## src/sv/free_page_stack_allocator_top_assert.svh

```systemverilog
// Assertion macros used by the page allocator control module.
`ifndef FREE_PAGE_STACK_ALLOCATOR_TOP_ASSERT_SVH
`define FREE_PAGE_STACK_ALLOCATOR_TOP_ASSERT_SVH

// Invariant that must hold at every clock edge outside reset.
`define FPSA_ASSERT_ALWAYS(lbl, expr) \
	lbl: assert property (@(posedge clk) disable iff (!arst_n) (expr)) \
		else $error("page allocator invariant violated");

// Consequence that must hold in the cycle after the antecedent.
`define FPSA_ASSERT_NEXT(lbl, ante, cons) \
	lbl: assert property (@(posedge clk) disable iff (!arst_n) (ante) |=> (cons)) \
		else $error("page allocator state update violated");

`endif

```

## src/sv/fpsa_pkg.sv

```systemverilog
// Package with types and constants of the free page stack allocator.
`timescale 1ns / 1ps
package fpsa_pkg;

	localparam int STACK_ENTRIES_DEF = 4096;
	localparam int ENTRIES_PER_EXT_DEF = 1024;
	localparam int ADDR_W = 32;
	localparam int PAGE_SHIFT = 12;
	localparam int PAGE_NUM_W = ADDR_W - PAGE_SHIFT;
	localparam int STATUS_W = 3;

	typedef enum logic {
		CMD_ALLOC = 1'b0,
		CMD_FREE  = 1'b1
	} cmd_t;

	typedef enum logic {
		CFG_PAGING_ENABLED = 1'b0,
		CFG_START_ADDRESS  = 1'b1
	} cfg_index_t;

	typedef enum logic [STATUS_W-1:0] {
		ST_OK         = 3'd0,
		ST_OOM        = 3'd1,
		ST_IGNORED    = 3'd2,
		ST_STACK_PAGE = 3'd3,
		ST_DROPPED    = 3'd4
	} status_t;

	// Result of one request as decided in the control stage.
	typedef struct packed {
		logic              pop;
		logic [ADDR_W-1:0] address;
		status_t           status;
	} fpsa_res_t;

endpackage

```

## src/sv/fpsa_ctrl.sv

```systemverilog
// Allocator control: configuration, stack pointers, bump counter and decision.
`timescale 1ns / 1ps
`include "free_page_stack_allocator_top_assert.svh"
module fpsa_ctrl
	import fpsa_pkg::*;
#(
	parameter int STACK_ENTRIES = STACK_ENTRIES_DEF,
	parameter int ENTRIES_PER_EXT = ENTRIES_PER_EXT_DEF,
	localparam int CW = $clog2(STACK_ENTRIES + 1),
	localparam int AW = $clog2(STACK_ENTRIES)
) (
	input  logic              clk,
	input  logic              arst_n,
	input  logic              cfg_we,
	input  logic              cfg_index,
	input  logic [ADDR_W-1:0] cfg_wdata,
	input  logic              accept,
	input  logic              cmd,
	input  logic [ADDR_W-1:0] page_address,
	output fpsa_res_t         res,
	output logic              ram_we,
	output logic [AW-1:0]     ram_waddr,
	output logic              ram_re,
	output logic [AW-1:0]     ram_raddr
);
	logic                  paging_q;
	logic [ADDR_W-1:0]     start_q;
	logic [CW-1:0]         depth_q, depth_d;
	logic [CW-1:0]         cap_q, cap_d;
	logic [PAGE_NUM_W-1:0] bump_q, bump_d;
	logic [PAGE_NUM_W-1:0] bump_hi;
	logic [CW-1:0]         depth_m1;
	logic                  grow_over;

	// Page number of the current bump address: base page is start page + 1.
	assign bump_hi = start_q[ADDR_W-1:PAGE_SHIFT] + PAGE_NUM_W'(1) + bump_q;
	assign depth_m1 = depth_q - CW'(1);
	assign grow_over = (32'(cap_q) + 32'(ENTRIES_PER_EXT)) > 32'(STACK_ENTRIES);
	assign ram_raddr = depth_m1[AW-1:0];
	assign ram_waddr = depth_q[AW-1:0];

	always_ff @(posedge clk or negedge arst_n) begin
		if (!arst_n) begin
			paging_q <= 1'b0;
			start_q  <= '0;
		end else if (cfg_we) begin
			unique case (cfg_index_t'(cfg_index))
				CFG_PAGING_ENABLED: paging_q <= cfg_wdata[0];
				CFG_START_ADDRESS:  start_q <= cfg_wdata;
				default: ;
			endcase
		end
	end

	always_comb begin
		depth_d = depth_q;
		cap_d = cap_q;
		bump_d = bump_q;
		ram_we = 1'b0;
		ram_re = 1'b0;
		res.pop = 1'b0;
		res.address = '0;
		res.status = ST_OK;
		if (accept) begin
			if (cmd_t'(cmd) == CMD_ALLOC) begin
				if (paging_q) begin
					if (depth_q == '0 || 32'(depth_q) > 32'(STACK_ENTRIES)) begin
						res.status = ST_OOM;
					end else begin
						depth_d = depth_m1;
						ram_re = 1'b1;
						res.pop = 1'b1;
					end
				end else begin
					// Return the address after the advance.
					bump_d = bump_q + PAGE_NUM_W'(1);
					res.address = {bump_hi + PAGE_NUM_W'(1), PAGE_SHIFT'(0)};
				end
			end else begin
				priority if (page_address < {bump_hi, PAGE_SHIFT'(0)}) begin
					res.status = ST_IGNORED;
				end else if (cap_q <= depth_q) begin
					if (grow_over) begin
						res.status = ST_DROPPED;
					end else begin
						cap_d = cap_q + CW'(ENTRIES_PER_EXT);
						res.status = ST_STACK_PAGE;
					end
				end else if (32'(depth_q) < 32'(STACK_ENTRIES)) begin
					ram_we = 1'b1;
					depth_d = depth_q + CW'(1);
				end else begin
					res.status = ST_DROPPED;
				end
			end
		end
	end

	always_ff @(posedge clk or negedge arst_n) begin
		if (!arst_n) begin
			depth_q <= '0;
			cap_q <= '0;
			bump_q <= '0;
		end else begin
			depth_q <= depth_d;
			cap_q <= cap_d;
			bump_q <= bump_d;
		end
	end

	`FPSA_ASSERT_ALWAYS(a_depth_in_cap, depth_q <= cap_q)
	`FPSA_ASSERT_ALWAYS(a_cap_bound, 32'(cap_q) <= 32'(STACK_ENTRIES))
	`FPSA_ASSERT_ALWAYS(a_one_ram_op, !(ram_we && ram_re))
	`FPSA_ASSERT_NEXT(a_push_grows, ram_we, depth_q == $past(depth_q) + CW'(1))
	`FPSA_ASSERT_NEXT(a_pop_shrinks, ram_re, depth_q == $past(depth_q) - CW'(1))
endmodule

```

## config.mk

```make
export PLATFORM = sky130hd
export DESIGN_NAME = fpsa_ctrl
export DESIGN_NICKNAME = d
export VERILOG_FILES = /design/src/sv/fpsa_pkg.sv /design/src/sv/fpsa_ctrl.sv
export VERILOG_INCLUDE_DIRS = /design/src /design/src/sv
export SDC_FILE = /design/constraint.sdc
export NUM_CORES = 1
export LEC_CHECK = 0
export BUFFER_PORTS_ARGS = -buffer_cell sky130_fd_sc_hd__buf_4
export CAP_MARGIN = 25
export CORE_MARGIN = 2
export CORE_UTILIZATION = 35
export DETAILED_ROUTE_END_ITERATION = 10
export GPL_ROUTABILITY_DRIVEN = 0
export PLACE_DENSITY = 0.61
export SYNTH_ARGS = -nofsm -noshare
export SYNTH_HDL_FRONTEND = slang
export SYNTH_SLANG_ARGS = --single-unit
```

## constraint.sdc

```tcl
create_clock -name clk -period 4 [get_ports clk]
set_input_delay 0 -clock clk [delete_from_list [all_inputs] [get_ports clk]]
set_output_delay 0 -clock clk [all_outputs]
set_load 0.01 [all_outputs]
```

======== Word level (Yosys, flattened, before mapping) ========
Cells that the tools add are included.
cells by class
  bitwise logic cells ..................... 5
  $add $sub $neg .......................... 8
  order comparisons ....................... 5
  reductions and logical operators ........ 8
  muxes and demuxes ....................... 25
  equal/unequal tests ..................... 4
operators by type and width
  operator                  count
  $mux W13                  6
  $add A20 B1 Y20 const B   3
  $mux W36                  1
  $mux W33                  1
  $lt A32 B32 Y1            1
  $mux W32                  1
  $add A20 B20 Y20          1
  $mux W3                   6
  $add A13 B11 Y14 const B  1
  $gt A14 B13 Y1 const B    1
  $add A13 B1 Y13 const B   1
  $add A13 B11 Y13 const B  1
  $gt A13 B13 Y1 const B    1
  $le A13 B13 Y1            1
  $logic_not A13 Y1         1
  $lt A13 B13 Y1 const B    1
  $sub A13 B1 Y13 const B   1
  $mux W1                   10
  $ne A2 B2 Y1 const B      3
  $reduce_and A6 Y1         1
  $not A1 Y1                5
  $reduce_and A5 Y1         1
  $reduce_and A2 Y1         2
  $reduce_and A3 Y1         1
  other kinds (3)           3
storage, ports and cells
  input bits .............................. 70
  output and inout port bits .............. 62
  word-level logic and storage cells ...... 60
  flip-flop bits (word level) ............. 79

======== Depth between registers and ports, before layout ========
  word-level depth ........................ 7
  mapped depth ............................ 21
  mapped depth without buffers ............ 20

======== Worst setup path after synthesis ========
OpenSTA, ideal clock, no wires.
  path kind ............................... flip-flop to flip-flop
  start ................................... register bump_q[0]
  end ..................................... register depth_q[9]
  required time ........................... 3.921 ns
  cell stages (with the launch flop) ...... 22
  library setup time ...................... 0.079 ns
  period minus slack after synthesis ...... 4.378 ns
  path slack .............................. -0.378 ns
  buffers on the path ..................... 1
  arrival time ............................ 4.299 ns
  cell sequence ........................... dfrtp_1 -> inv_1 -> ha_1 -> fa_1 -> nor2b_4 -> o2111ai_1 -> a21oi_2 -> or2_4 -> a2111oi_0 -> a311oi_1 -> inv_1 -> ha_1 -> and3_1 -> nand3_1 -> nor2_1 -> a211oi_1 -> maj3_1 -> and3b_1 -> o31a_1 -> buf_2 -> nor2_1 -> xor2_1
between the ends
  longest elaborated chain between the ends .. 4
RTL lines
  what                                RTL line          text
  start, declared                     fpsa_ctrl.sv:30   logic [PAGE_NUM_W-1:0] bump_q, bump_d;
  start signal, assigned              fpsa_ctrl.sv:107  bump_q <= bump_d;
  $add A20 B20 Y20                    fpsa_ctrl.sv:36   assign bump_hi = start_q[ADDR_W-1:PAGE_SHIFT] + PAGE_NUM_W'(1) + bump_q;
  $lt A32 B32 Y1                      fpsa_ctrl.sv:80   priority if (page_address < {bump_hi, PAGE_SHIFT'(0)}) begin
  $ne A2 B2 Y1 (no source line)       n/a
  $reduce_and A6 Y1 (no source line)  n/a
  end signal, assigned                fpsa_ctrl.sv:105  depth_q <= depth_d;
  end, declared                       fpsa_ctrl.sv:28   logic [CW-1:0] depth_q, depth_d;
No other way between the ends.
A chain may end at the register's enable or synchronous reset.

==> flow_summary.yaml <==
timing:
  fin_skew_ns: 0.004475
  min_period_ns: 4.344
  tns_ns: -3.357
  layout_setup_ws_ns: -0.3444
  holdWs_ns: 0.03320
  clock.fmax_mhz: 230.2
  fin_crit_sh: 1.086
  maxSlewViolCount: 0
  setup_violations: 25
  report.final.hold_viol_count: 0
  rsz0062_at_grt: "yes"
  timing.slew.headroom: 0.3692
  worst-slew-pin-transition_ns: 0.9439
floorplan:
  die_area_um2: 15330
  io_pins: 132
  die_h_um: 123.8
  fp-row-count: 43
  start_util: 0.3605
  die_w_um: 123.8
  core_area_um2: 13930
detailed_routing:
  num_vias: 4700
  wl_mm: 13.46
  vias_per_cell: 4.942
  post_drt_wl_per_cell_um: 14.15
  ant_nets: 0
  drc: 0
  drt_first_pass_iters: 4
  drt_iter0_markers: 169
synthesis:
  netlist_instances: 576
  netlist-cell-type-count: 59
  yosys_warnings: 0
  synth_seq_cells: 57
  synthArstFlopShare: 1.000
  avgSynthCellArea_um2: 8.721
  synth.area.top_cells: "dfrtp_1 (28%), ha_1 (11%), xnor2_1 (8.4%), mux2_2 (4.9%), xor2_1 (4.5%)"
  synth_ff_type: "dfrtp_1"
  seq_area_frac_synth: 0.2839
  synth_top_area_share: 0.2839
  syn_area_um2: 5024
  synth-edff-count: 0
  yosys.area.top_type: "dfrtp_1"
finish:
  nets: 882
  multi_input_area_um2: 3772
  drive_above_1_share: 0.3878
  n_antenna_cell: 0
  seq_area_um2: 1426
  synthToLayoutAreaGrowth_pct: 51.96
  fillers: 1238
worst_setup_path:
  cpLargestDelayFamily: "simple AND/OR/NAND/NOR gates"
  critPathSlowestCell: "dfrtp_1"
  reg2reg_from: "bump_q[4]$_DFFE_PN0P_"
  path_common_cell: "buf_4"
  crit_fanout: 4
  path_cells: "ha_4 -> a21o_1 -> a21oi_2 -> a21oi_2 -> or2_4 -> buf_4 -> a311oi_4 -> inv_2 -> ha_4 -> and3_4 -> nand3_4 -> nor2_4 -> a211oi_2 -> maj3_2 -> and3b_2 -> buf_6 -> nor3_4 -> buf_4 -> nor3b_4 -> buf_4"
  required_ns: 4.00
  critPathLaunchType: "flop"
  r2r_cells: 20
  cp.arrival_ns: 4.34
  slowest_delay_ns: 0.41
  end_kind: "primary output"
  regToRegEndpoint: "cap_q[11]$_DFFE_PN0P_"
  rrSetupSlack_ns: -0.20
  worstSetupPathType: "reg -> out"
  worst-path-buf-inv: 5
global_routing:
  grt_max_degree: 58
  grt_pass1_vias: 4731
  grt-ovfl-total: 0
  grt_pass1_wl_mm: 21.96
  antenna_found_initial: 0
  grt_use_total: 0.1796
worst_hold_path:
  hold_path_end: "paging_q$_DFFE_PN0P_"
  worstHoldPathType: "in -> reg"
  whs_path_depth: 3
  hold_start: "cfg_index"
clock_tree:
  clk_pin_slew_ns: 0.05
  htreeDepth: 3
  cts_buffer_depth: 2
  cts-root-buf: "clkbuf_16"
  cts_buffers: 9
  cts.sinks: 57
  cts_tree: "yes"
  insertion_delay_ns: 0.32
run:
  cap_violations: 0
run_status:
  failed_checks: "setup timing"
  status: "complete, but fails checks"
power_and_ir_drop:
  power_density_nw_per_um2: 535.8
  power_leakage_nw: 3.609
  vdd_drop_max_v: 0.0003857
place:
  port_buffers: 96
  hpwl_mm: 10.14
[state kept, by name, summed over array words and instances, names as in the netlist]
signal	cells
depth_q	13
cap_q	3
bump_q	20
paging_q	1
start_q	20
[routing by layer]
layer	vias up	global-route usage	routed length [µm]
li1	2366	-	-
met1	2184	0.2330	6120
met2	135	0.3043	6345
met3	15	0.02885	766
met4	0	0.05966	226
met5	-	0	0
[report_power, final]
| group | internal, mW | switching (mW) |
|---|---|---|
| combinational | 1.13 | 1.12 |
| sequential | 0.699 | 0.171 |
| clock | 0.704 | 0.266 |
| total | 2.54 | 1.55 |
[cell usage after synthesis, drive strengths merged, types with 8 or more instances]
cell type  count
xnor2         48
nand3         21
nand2b         8
nor3          16
and3          15
nor4          10
clkbuf        16
mux2          22
dfrtp         57
nand2         34
nand4         11
a21oi         27
o21ai         12
ha            45
xor2          26
buf           28
inv           29
a21o          14
nor2          60
[how the worst max path moves through the flow]
stage / start / to / slack [ns] / depth (start not counted)
after floorplan: bump_q[0]$_DFFE_PN0P_ / depth_q[9]$_DFFE_PN0P_ / -0.18 / 20
after global placement: start_q[22]$_DFFE_PN0P_ / depth_q[5]$_DFFE_PN0P_ / -0.33 / 18
after detailed placement: bump_q[0]$_DFFE_PN0P_ / depth_q[4]$_DFFE_PN0P_ / -0.31 / 21
after CTS: bump_q[0]$_DFFE_PN0P_ / res[2] / -0.35 / 22
after global routing: start_q[17]$_DFFE_PN0P_ / res[2] / -0.52 / 20
final: bump_q[4]$_DFFE_PN0P_ / res[2] / -0.34 / 20
[cell type report]
type | instances | area share
flip-flops and latches | 57 | 0.1869
multi-input cells | 457 | 0.4942
well taps | 180 | 0.02950
clock inverters | 5 | 0.01639
repair buffers | 212 | 0.2257
inverters | 29 | 0.01426
clock buffers | 11 | 0.03311
[tightest hold or removal path: stages]
cell,delay [ns]
buf_4,0.08
nor2b_1,0.04
mux2_2,0.20
[through the flow]
| stage | std cells | util | setup WS [ns] | total power, mW | instance area [µm²] |
|---|---|---|---|---|---|
| after global routing | 951 | 0.5478 | -0.5212 | 4.386 | 7634 |
| after global placement | 899 | 0.4635 | -0.3293 | 2.805 | 6459 |
| after floorplan | 587 | - | -0.1810 | 2.127 | 5167 |
| after CTS | 946 | 0.5276 | -0.3485 | 3.980 | 7352 |
| final | 951 | 0.5478 | -0.3444 | 4.090 | 7634 |
| after detailed placement | 899 | 0.4635 | -0.3127 | 2.853 | 6459 |
[logic make-up after synthesis]
group           after synthesis  share of synthesized area
compound gates               93                     0.1273
xor+xnor                     74                     0.1290
fa+ha+maj                    47                     0.1181
buf+inv                      73                    0.07372
flops                        57                     0.2839
mux                          26                    0.05729
other cells                   1                  0.0007465
simple gates                205                     0.2100
[cells in the final DEF (no fill, tap or decap), drive strengths merged, types with 12 or more instances in the layout]
cell type    Yosys  final
xnor2           48     48
buf             28    190
nor2            60     60
mux2            22     22
nor3            16     16
dfrtp           57     57
inv             29     29
xor2            26     26
a21o            14     14
and3            15     15
ha              45     45
conb             1     12
nand2           34     34
o21ai           12     12
dlygate4sd3      0     22
a21oi           27     27
nand3           21     21
[repair_timing]
action | in CTS | in global routing
resized for setup | 41 | 37
hold buffers | 22 | 0
setup buffers | 10 | 5
pin swaps | 20 | 23
endpoints found under the hold margin | 78 | 0
setup endpoints to repair | 26 | 26
Note: power is estimated with default switching activity, not from simulation.
